[config.mk]
export PLATFORM = sky130hd
export DESIGN_NAME = positional_ordered_list_engine_flat
export DESIGN_NICKNAME = d
export VERILOG_FILES = /design/src/hdl/pole_pkg.sv /design/src/hdl/pole_if.sv /design/src/hdl/positional_ordered_list_engine.sv /design/src/hdl/pole_datapath.sv /design/src/hdl/pole_ctrl.sv /design/src/flat_wrapper.sv
export SDC_FILE = /design/constraint.sdc
export NUM_CORES = 2
export LEC_CHECK = 0
export ABC_AREA = 0
export BUFFER_PORTS_ARGS = -buffer_cell sky130_fd_sc_hd__buf_2
export CAP_MARGIN = 20
export CELL_PAD_IN_SITES_DETAIL_PLACEMENT = 0
export CELL_PAD_IN_SITES_GLOBAL_PLACEMENT = 1
export CORE_MARGIN = 2
export CORE_UTILIZATION = 50
export CTS_CLUSTER_SIZE = 10
export DETAILED_ROUTE_END_ITERATION = 10
export PLACE_DENSITY_LB_ADDON = 0.1
export RECOVER_POWER = 100
export REMOVE_ABC_BUFFERS = 1
export SLEW_MARGIN = 20
export SYNTH_ARGS = -nofsm -noshare
export SYNTH_HDL_FRONTEND = slang
export SYNTH_HIERARCHICAL = 1
export SYNTH_SLANG_ARGS = --single-unit
[constraint.sdc]
create_clock -name clk -period 11.2 [get_ports clk]
set_input_delay 0 -clock clk [delete_from_list [all_inputs] [get_ports clk]]
set_output_delay 0 -clock clk [all_outputs]
set_load 0.02 [all_outputs]
[src/hdl/pole_pkg.sv]
`timescale 1ns / 1ps
package pole_pkg;

  typedef enum logic [3:0] {
    FN_CLEAR     = 4'd0,
    FN_READOUT   = 4'd1,
    FN_COUNT     = 4'd2,
    FN_SEARCH    = 4'd3,
    FN_INS_FRONT = 4'd4,
    FN_INS_AT    = 4'd5,
    FN_INS_BACK  = 4'd6,
    FN_DEL_FRONT = 4'd7,
    FN_DEL_AT    = 4'd8,
    FN_DEL_BACK  = 4'd9
  } func_t;

  localparam logic [1:0] ST_OK     = 2'd0;
  localparam logic [1:0] ST_EMPTY  = 2'd1;
  localparam logic [1:0] ST_BADPOS = 2'd2;
  localparam logic [1:0] ST_FULL   = 2'd3;

  // Datapath actions requested by the controller.
  typedef enum logic [2:0] {
    ACT_NONE    = 3'd0,
    ACT_LOAD    = 3'd1,
    ACT_STEP    = 3'd2,
    ACT_WRITE   = 3'd3,
    ACT_SET_CNT = 3'd4
  } act_t;

  // Commands from the controller to the datapath.
  typedef struct packed {
    act_t        act;
    logic        rd_en;
    logic [6:0]  rd_addr;
    logic        wr_en;
    logic [6:0]  wr_addr;
    logic        wr_sel_val;
    logic [6:0]  cnt_val;
  } dp_cmd_t;

  // Status from the datapath to the controller.
  typedef struct packed {
    logic [6:0]  count;
    logic        match;
  } dp_stat_t;

endpackage

[src/hdl/pole_if.sv]
`timescale 1ns / 1ps
interface pole_in_if;
  logic               valid;
  logic               ready;
  logic [3:0]         func;
  logic signed [31:0] value;
  logic [6:0]         position;
  modport source (output valid, func, value, position, input ready);
  modport sink   (input valid, func, value, position, output ready);
endinterface

interface pole_out_if;
  logic               valid;
  logic               ready;
  logic [1:0]         status;
  logic               found;
  logic signed [31:0] element;
  logic [6:0]         length;
  logic               last;
  modport source (output valid, status, found, element, length, last, input ready);
  modport sink   (input valid, status, found, element, length, last, output ready);
endinterface

[src/hdl/positional_ordered_list_engine.sv]
`timescale 1ns / 1ps
// Ordered list of up to CAPACITY signed 32-bit values held in one memory, with
// a controller that walks it entry by entry. Clear, count, delete from back and
// every refused operation need no walk; an insert or delete moves each shifted
// entry with one read and one write on the single memory port. A search reads
// entries in order until a match or the last entry, and a readout gives one
// beat per entry; a stalled result beat adds its wait. One item is in work at a
// time; the element store needs no clearing after reset.
module positional_ordered_list_engine
  import pole_pkg::*;
#(
  parameter int CAPACITY = 64
) (
  input  logic       clk,
  input  logic       rst_n,
  pole_in_if.sink    in_ch,
  pole_out_if.source out_ch
);

  dp_cmd_t     cmd;
  dp_stat_t    stat;
  logic [31:0] rd_data;

  pole_ctrl #(.CAPACITY(CAPACITY)) u_ctrl (
    .clk     (clk),
    .rst_n   (rst_n),
    .in_ch   (in_ch),
    .out_ch  (out_ch),
    .rd_data (rd_data),
    .stat    (stat),
    .cmd     (cmd)
  );

  pole_datapath #(.CAPACITY(CAPACITY)) u_dp (
    .clk     (clk),
    .rst_n   (rst_n),
    .cmd     (cmd),
    .value   (in_ch.value),
    .rd_data (rd_data),
    .stat    (stat)
  );

endmodule

[src/hdl/pole_datapath.sv]
`timescale 1ns / 1ps
module pole_datapath
  import pole_pkg::*;
#(
  parameter int CAPACITY = 64
) (
  input  logic               clk,
  input  logic               rst_n,
  input  dp_cmd_t            cmd,
  input  logic signed [31:0] value,
  output logic [31:0]        rd_data,
  output dp_stat_t           stat
);

  localparam int AW = (CAPACITY > 1) ? $clog2(CAPACITY) : 1;

  logic [31:0] mem [CAPACITY];
  logic [31:0] rd_data_r;
  logic [6:0]  count_r;
  logic [31:0] key_r;

  // Single-port style memory: one write and one registered read per cycle.
  // The new element comes from the value latched when the beat was taken.
  always_ff @(posedge clk) begin
    if (cmd.wr_en) begin
      mem[cmd.wr_addr[AW-1:0]] <= cmd.wr_sel_val ? key_r : rd_data_r;
    end
    if (cmd.rd_en) begin
      rd_data_r <= mem[cmd.rd_addr[AW-1:0]];
    end
  end

  // Element count and the latched search key.
  always_ff @(posedge clk) begin
    if (!rst_n) begin
      count_r <= '0;
    end else if (cmd.act == ACT_SET_CNT) begin
      count_r <= cmd.cnt_val;
    end
    if (cmd.act == ACT_LOAD) begin
      key_r <= value;
    end
  end

  assign rd_data    = rd_data_r;
  assign stat.count = count_r;
  assign stat.match = (rd_data_r == key_r);

endmodule

[src/hdl/pole_ctrl.sv]
`timescale 1ns / 1ps
module pole_ctrl
  import pole_pkg::*;
#(
  parameter int CAPACITY = 64
) (
  input  logic        clk,
  input  logic        rst_n,
  pole_in_if.sink     in_ch,
  pole_out_if.source  out_ch,
  input  logic [31:0] rd_data,
  input  dp_stat_t    stat,
  output dp_cmd_t     cmd
);

  localparam logic [6:0] CAP = 7'(CAPACITY);

  typedef enum logic [6:0] {
    S_IDLE  = 7'b0000001,
    S_SHIFT = 7'b0000010,
    S_SWR   = 7'b0000100,
    S_RDREQ = 7'b0001000,
    S_RDOUT = 7'b0010000,
    S_SRCH  = 7'b0100000,
    S_RESP  = 7'b1000000
  } state_t;

  state_t      state_r, state_nxt;
  logic [6:0]  idx_r, idx_nxt;     // walking index
  logic [6:0]  end_r, end_nxt;     // walk bound
  logic        dir_r, dir_nxt;     // 1: shift up (insert), 0: shift down (delete)
  logic [6:0]  newcnt_r, newcnt_nxt;
  logic        ovalid_r, ovalid_nxt;
  logic [1:0]  ost_r, ost_nxt;
  logic        ofnd_r, ofnd_nxt;
  logic [31:0] oel_r, oel_nxt;
  logic        olast_r, olast_nxt;
  logic        busy_in;

  assign out_ch.valid   = ovalid_r;
  assign out_ch.status  = ost_r;
  assign out_ch.found   = ofnd_r;
  assign out_ch.element = oel_r;
  assign out_ch.length  = stat.count;
  assign out_ch.last    = olast_r;

  // New items are taken only in idle with the result register free.
  assign busy_in     = (state_r != S_IDLE) || (ovalid_r && !out_ch.ready);
  assign in_ch.ready = !busy_in;

  always_ff @(posedge clk) begin
    if (!rst_n) begin
      state_r  <= S_IDLE;
      ovalid_r <= 1'b0;
    end else begin
      state_r  <= state_nxt;
      ovalid_r <= ovalid_nxt;
    end
    idx_r    <= idx_nxt;
    end_r    <= end_nxt;
    dir_r    <= dir_nxt;
    newcnt_r <= newcnt_nxt;
    ost_r    <= ost_nxt;
    ofnd_r   <= ofnd_nxt;
    oel_r    <= oel_nxt;
    olast_r  <= olast_nxt;
  end

  always_comb begin
    logic [6:0] cnt;
    logic [6:0] pos;
    logic       ofree;
    cnt        = stat.count;
    pos        = in_ch.position;
    ofree      = !ovalid_r || out_ch.ready;
    state_nxt  = state_r;
    idx_nxt    = idx_r;
    end_nxt    = end_r;
    dir_nxt    = dir_r;
    newcnt_nxt = newcnt_r;
    ovalid_nxt = ovalid_r && !out_ch.ready;
    ost_nxt    = ost_r;
    ofnd_nxt   = ofnd_r;
    oel_nxt    = oel_r;
    olast_nxt  = olast_r;
    cmd            = '0;
    cmd.act        = ACT_NONE;

    unique case (state_r)
      S_IDLE: begin
        if (in_ch.valid && !busy_in) begin
          ost_nxt   = ST_OK;
          ofnd_nxt  = 1'b0;
          oel_nxt   = '0;
          olast_nxt = 1'b1;
          state_nxt = S_RESP;
          cmd.act   = ACT_LOAD;
          case (in_ch.func)
            FN_CLEAR: begin
              cmd.act = ACT_SET_CNT;
              cmd.cnt_val = '0;
            end
            FN_READOUT: begin
              if (cnt == 0) ost_nxt = ST_EMPTY;
              else begin
                idx_nxt = '0;
                state_nxt = S_RDREQ;
              end
            end
            FN_SEARCH: begin
              if (cnt == 0) ost_nxt = ST_EMPTY;
              else begin
                idx_nxt = '0;
                cmd.rd_en = 1'b1;
                cmd.rd_addr = '0;
                state_nxt = S_SRCH;
              end
            end
            FN_INS_FRONT, FN_INS_AT, FN_INS_BACK: begin
              if (in_ch.func == FN_INS_AT && cnt == 0) ost_nxt = ST_EMPTY;
              else if (in_ch.func == FN_INS_AT && (pos == 0 || pos > cnt + 7'd1))
                ost_nxt = ST_BADPOS;
              else if (cnt >= CAP) ost_nxt = ST_FULL;
              else begin
                dir_nxt = 1'b1;
                idx_nxt = cnt;
                newcnt_nxt = cnt + 7'd1;
                end_nxt = (in_ch.func == FN_INS_FRONT) ? 7'd0 :
                          (in_ch.func == FN_INS_BACK)  ? cnt  : pos - 7'd1;
                state_nxt = S_SHIFT;
              end
            end
            FN_DEL_FRONT, FN_DEL_AT: begin
              if (cnt == 0) ost_nxt = ST_EMPTY;
              else if (in_ch.func == FN_DEL_AT && (pos == 0 || pos > cnt))
                ost_nxt = ST_BADPOS;
              else begin
                dir_nxt = 1'b0;
                idx_nxt = (in_ch.func == FN_DEL_FRONT) ? 7'd0 : pos - 7'd1;
                end_nxt = cnt - 7'd1;
                newcnt_nxt = cnt - 7'd1;
                state_nxt = S_SHIFT;
              end
            end
            FN_DEL_BACK: begin
              if (cnt == 0) ost_nxt = ST_EMPTY;
              else begin
                cmd.act = ACT_SET_CNT;
                cmd.cnt_val = cnt - 7'd1;
              end
            end
            default: ;
          endcase
        end
      end
      // Insert: read entry idx-1 then write it at idx, down to end.
      // Delete: read entry idx+1 then write it at idx, up to end.
      S_SHIFT: begin
        if (idx_r == end_r) begin
          if (dir_r) begin
            cmd.wr_en = 1'b1;
            cmd.wr_addr = idx_r;
            cmd.wr_sel_val = 1'b1;
          end
          cmd.act = ACT_SET_CNT;
          cmd.cnt_val = newcnt_r;
          state_nxt = S_RESP;
        end else begin
          cmd.rd_en = 1'b1;
          cmd.rd_addr = dir_r ? idx_r - 7'd1 : idx_r + 7'd1;
          state_nxt = S_SWR;
        end
      end
      S_SWR: begin
        cmd.wr_en = 1'b1;
        cmd.wr_addr = idx_r;
        idx_nxt = dir_r ? idx_r - 7'd1 : idx_r + 7'd1;
        state_nxt = S_SHIFT;
      end
      S_RDREQ: begin
        if (ofree) begin
          cmd.rd_en = 1'b1;
          cmd.rd_addr = idx_r;
          state_nxt = S_RDOUT;
        end
      end
      S_RDOUT: begin
        ovalid_nxt = 1'b1;
        ost_nxt = ST_OK;
        oel_nxt = rd_data;
        olast_nxt = (idx_r + 7'd1 == cnt);
        idx_nxt = idx_r + 7'd1;
        state_nxt = (idx_r + 7'd1 == cnt) ? S_IDLE : S_RDREQ;
      end
      S_SRCH: begin
        if (stat.match) begin
          ofnd_nxt = 1'b1;
          state_nxt = S_RESP;
        end else if (idx_r + 7'd1 == cnt) begin
          state_nxt = S_RESP;
        end else begin
          idx_nxt = idx_r + 7'd1;
          cmd.rd_en = 1'b1;
          cmd.rd_addr = idx_r + 7'd1;
        end
      end
      S_RESP: begin
        if (ofree) begin
          ovalid_nxt = 1'b1;
          state_nxt = S_IDLE;
        end
      end
      default: state_nxt = S_IDLE;
    endcase
  end

endmodule

[src/flat_wrapper.sv]
// flat-port wrapper written by rule: the top's interface ports become plain ports
module positional_ordered_list_engine_flat import pole_pkg::*;
#(
  parameter int CAPACITY = 64
)
  (clk, rst_n, in_ch_valid, in_ch_func, in_ch_value, in_ch_position, in_ch_ready, out_ch_valid, out_ch_status, out_ch_found, out_ch_element, out_ch_length, out_ch_last, out_ch_ready);
  pole_in_if in_ch_i ();
  pole_out_if out_ch_i ();
  input  logic clk;
  input  logic rst_n;
  input wire logic [$bits(in_ch_i.valid)-1:0] in_ch_valid;
  input wire logic [$bits(in_ch_i.func)-1:0] in_ch_func;
  input wire logic [$bits(in_ch_i.value)-1:0] in_ch_value;
  input wire logic [$bits(in_ch_i.position)-1:0] in_ch_position;
  output wire logic [$bits(in_ch_i.ready)-1:0] in_ch_ready;
  output wire logic [$bits(out_ch_i.valid)-1:0] out_ch_valid;
  output wire logic [$bits(out_ch_i.status)-1:0] out_ch_status;
  output wire logic [$bits(out_ch_i.found)-1:0] out_ch_found;
  output wire logic [$bits(out_ch_i.element)-1:0] out_ch_element;
  output wire logic [$bits(out_ch_i.length)-1:0] out_ch_length;
  output wire logic [$bits(out_ch_i.last)-1:0] out_ch_last;
  input wire logic [$bits(out_ch_i.ready)-1:0] out_ch_ready;
  assign in_ch_i.valid = in_ch_valid;
  assign in_ch_i.func = in_ch_func;
  assign in_ch_i.value = in_ch_value;
  assign in_ch_i.position = in_ch_position;
  assign in_ch_ready = in_ch_i.ready;
  assign out_ch_valid = out_ch_i.valid;
  assign out_ch_status = out_ch_i.status;
  assign out_ch_found = out_ch_i.found;
  assign out_ch_element = out_ch_i.element;
  assign out_ch_length = out_ch_i.length;
  assign out_ch_last = out_ch_i.last;
  assign out_ch_i.ready = out_ch_ready;
  positional_ordered_list_engine #(.CAPACITY(CAPACITY)) u_core (.clk(clk), .rst_n(rst_n), .in_ch(in_ch_i), .out_ch(out_ch_i));
endmodule
* Word level (Yosys, flattened, before mapping)
Memory sizes are Yosys's and may differ from the RTL's. A register that Yosys moved wholly into a read port is not among the register bits.
Cells that the tools add are included.
** Word-level totals
- Register bits :: 105
- RAM bits :: 2048
- Bits of input ports :: 47
- Output and inout bits :: 45
- Word-level logic and storage cells :: 177
- Memories kept :: 1
** Memory list
- u_core.u_dp.mem :: depth 64, width 32, rd ports 1, clocked after memory_dff 1, wr ports 1, line pole_datapath.sv:17 : logic [31:0] mem [CAPACITY];
** Operators by class
- Add/sub/neg operators :: 5
- Order comparisons :: 3
- Eq/ne operators :: 40
- Mux-type cells :: 88
- Reductions and logical operators :: 28
** Operators by type and width (count)
- $mux W7 :: 37
- $mux W32 :: 2
- $pmux W32 S2 :: 1
- $pmux W7 S4 :: 2
- $pmux W7 S7 :: 1
- $mux W8 :: 6
- $pmux W7 S2 :: 3
- $eq A32 B32 Y1 :: 1
- $pmux W8 S4 :: 1
- $pmux W7 S3 :: 1
- $sub A7 B1 Y7 const B :: 3
- $ne A2 B2 Y1 const B :: 10
- $ne A3 B3 Y1 const B :: 6
- $eq A4 B3 Y1 const B :: 4
- $mux W16 :: 1
- $pmux W8 S2 :: 1
- $add A7 B1 Y7 const B :: 2
- $eq A7 B7 Y1 :: 2
- $gt A7 B7 Y1 :: 2
- $logic_not A7 Y1 :: 2
- $mux W1 :: 13
- $mux W2 :: 6
- $pmux W3 S2 :: 2
- $mux W11 :: 1
- other kinds (36) :: 54

* Longest topological paths before layout
- Depth in word-level cells :: 9
- Gate-level depth with buffers :: 20
- Gate-level depth less buffers :: 12

* Cells and area by module
Netlist, hierarchy kept.
** By module, submodules not included
- pole_datapath :: times used 1, cells an instance 3372, area an instance 81024.0 µm², sequential area each 63561.0 µm²
- pole_ctrl :: times used 1, cells an instance 509, area an instance 4894.7 µm², sequential area each 1901.8 µm²

* Worst setup path before layout
OpenSTA, ideal clock, no wires.
- Path type :: register to register
- From :: register u_core.u_ctrl.idx_r[2]
- To :: memory u_core.u_dp.mem[55][0] (enable)
- Library setup time :: 0.461 ns
- Data arrival time :: 4.482 ns
- Data required time :: 10.739 ns
- Path slack :: 6.257 ns
- Stages on the path, launching flop included :: 11
- Buffers on the path :: 2
- Period minus slack after synthesis :: 4.943 ns
- Cells stage by stage :: edfxtp_1 -> buf_4 -> xnor2_1 -> nand4_1 -> nor3_2 -> nand2_1 -> nand2_1 -> and2_1 -> clkbuf_1 -> nand3_1 -> nor3_1
** RTL lines
- from (decl) :: line pole_ctrl.sv:29 : logic [6:0] idx_r, idx_nxt;
- from (signal assigned) :: line pole_ctrl.sv:59 : idx_r <= idx_nxt;
- to (decl) :: line pole_datapath.sv:17

==> results.md <==
- Status: finished with violations
- Failing checks: max-capacitance violations, max-slew violations
- Most frequent cells in the layout: edfxtp_1, mux4_2, clkbuf_16
- I/O pins: ~90
- Final Skew: 0.0428 ns
- Fillers: approximately 13k
- Worst slack, placed: 4.79 ns
- Synth Cell Area: 85900 um^2
- Routed vias: between 40k and 50k
- Worst setup path end: u_core/u_dp/rd_data[4]
- Seq. cell area: 65500 um^2
- Power Dens Cells: between 150 and 200 nW/um^2
- Core ar.: roughly 170000 um^2
- Final Critical Period: 8.17 ns
- Post-DRT Antenna Nets: 0
- Period utilization: 72.9%
- Hold Worst Slack: 0.177 ns
- Final WS setup: 3.03 ns
- R2R setup slack: 3.03 ns
- Crit path max fanout: 33
- Cts bufs inserted: 239
- Via density: between 6 and 7
- CP arrival: 8.74 ns
- Final Hold Fails: 0
- Worst ir drop on vdd: approximately 0.00015 V
- Crit path kind: reg2reg
- Setup Viol. Count Final: 0
- Starting Density: 50.2%
- Vias in the first global route: 41.9k
- TritonCTS clock tree: yes
- Die W: 418 um
- Critical register-to-register path startpoint: u_core/u_ctrl/idx_r[0]
- Clk Latency, worst-skew pair: 0.88 ns
- Drt wl/cell: ~35 um
- Most common cell after layout, fill and taps aside: edfxtp_1
- Footprint of the multi-input gates: 19400 um^2
- First-pass GRT wire length: between 300 and 400 mm
- Routability Congestion: 0.846
- Total power: 16.7 mW
- Share of cells above drive strength 1: 23.7%
- Router iterations before antenna repair: 5
- Clk slew on worst S/H paths: 0.06 ns
- Pin count of the biggest net entering global routing: 116
- Drt total wl: 225 mm
- Grt ovf: 0
- Worst hold path type: in2reg
- Fin util: 56.2%
- DRC: 0
- Critical path origin: u_core/u_ctrl/idx_r[0]
- Highest clock rate: between 0.1 and 0.15 GHz
- Fin. max-slew vios: ~4.2k
- RSZ-0062 raised after global routing: no
- Nets@finish: between 4k and 5k
- Total of max-cap violations: 114
- CTS Buffer Depth: 3
- Row count: ~150
- Die area: 175000 um^2
- WP data required: 11.77 ns
- CTS Root Cell: clkbuf_16
- Worst r2r path cells: 15
- Critical Path Start Type: flop
- Crit end category: flop
- Dpl hpwl: 123 mm
- Synth Instances: 3877
- Hold Buf Count CTS: 85
- Clk sinks: 2185
- Leakage: 28.9 nW
- Post-CTS setup buffers: 0
- Area grow syn2layout: 12.0%
- Cells resized by post-CTS repair: 0
- Worst flop-to-flop path endpoint: u_core/u_dp/rd_data[4]
- GRT Util Overall: 26.0%
- Initial DRC Count: between 4k and 5k
- Slew margin rel.: -144%
- Mapped Avg Cell Area: 22.2 um^2
- Yosys warnings: 6
- H-tree depth: 4
- Die Ht: 418 um
- PortBufs: 91
- Slew at the pin closest to its max-slew limit: 3.67 ns
- Initial antenna violation count: 10
## worst max-delay path: stages, from the launching register on
cell,delay [ns]
edfxtp_1,0.54
ha_1,0.42
nand3_1,0.23
a21oi_1,0.21
nor3_1,0.07
o2111ai_1,1.00
a211oi_1,0.16
a21oi_1,2.10
buf_4,0.65
buf_4,0.62
mux4_2,0.60
mux4_2,0.53
nand2b_1,0.17
o31ai_1,0.09
clkbuf_1,0.35
a31oi_1,0.07
## area by class of cell
cell class / count / share of cell area (%)
antenna: 4 / 0.0104
clock buffer: 290 / 6.46
clock inverter: 18 / 0.304
inverter: 20 / 0.0780
multi-input combinational: 1451 / 20.2
sequential: 2185 / 68.0
tap: 2233 / 2.90
timing repair buffer: 310 / 2.02
## per-stage QoR
step / TNS (ns) / instance area, um^2 / cells
2_1_floorplan: -1169.16 / 84700 / 3656
3_3_place_gp: 0 / 89600 / 6112
3_5_place_dp: 0 / 89600 / 6114
4_1_cts: 0 / 97000 / 6507
5_1_grt: 0 / 96200 / 6507
6_report: 0 / 96200 / 6511
## layer usage
metal	global-route usage [%]	wire length, um	up-vias
met2	41.2	109000	1699
met5	0	21	-
met1	38.5	96000	22900
met3	4.04	15600	292
li1	-	-	16900
met4	5.76	4380	4
## worst min-delay path by stage
stage | startpoint | endpoint | slack, ns | cells after the start
after floorplan | in_ch_value[0] | u_core/u_dp/key_r[0] | 0.1 | 0
after global placement | in_ch_value[9] | u_core/u_dp/key_r[9] | 0.18 | 1
after detailed placement | in_ch_value[18] | u_core/u_dp/key_r[18] | 0.18 | 1
after CTS | rst_n | u_core/u_dp/count_r[2] | 0.09 | 3
after global routing | rst_n | u_core/u_dp/count_r[5] | 0.15 | 3
final | rst_n | u_core/u_dp/count_r[5] | 0.18 | 3
## state kept, by name (all words and copies together), names as in the netlist, 2 cells and up
name and count:
u_core/u_ctrl/newcnt_r 7, u_core/u_ctrl/out_ch.status 2, u_core/u_dp/mem 2048, u_core/u_dp/rd_data 32, u_core/u_ctrl/idx_r 7, u_core/u_ctrl/out_ch.element 32
u_core/u_ctrl/end_r 7, u_core/u_ctrl/state_r 7, u_core/u_dp/key_r 32, u_core/u_dp/count_r 7
## where the power goes
part	internal (mW)	switching [mW]
Sequential	8.98	0.0388
Clock	3.85	2.99
Combinational	0.329	0.466
Total	13.2	3.50
Power figures use the tool's default switching activity.
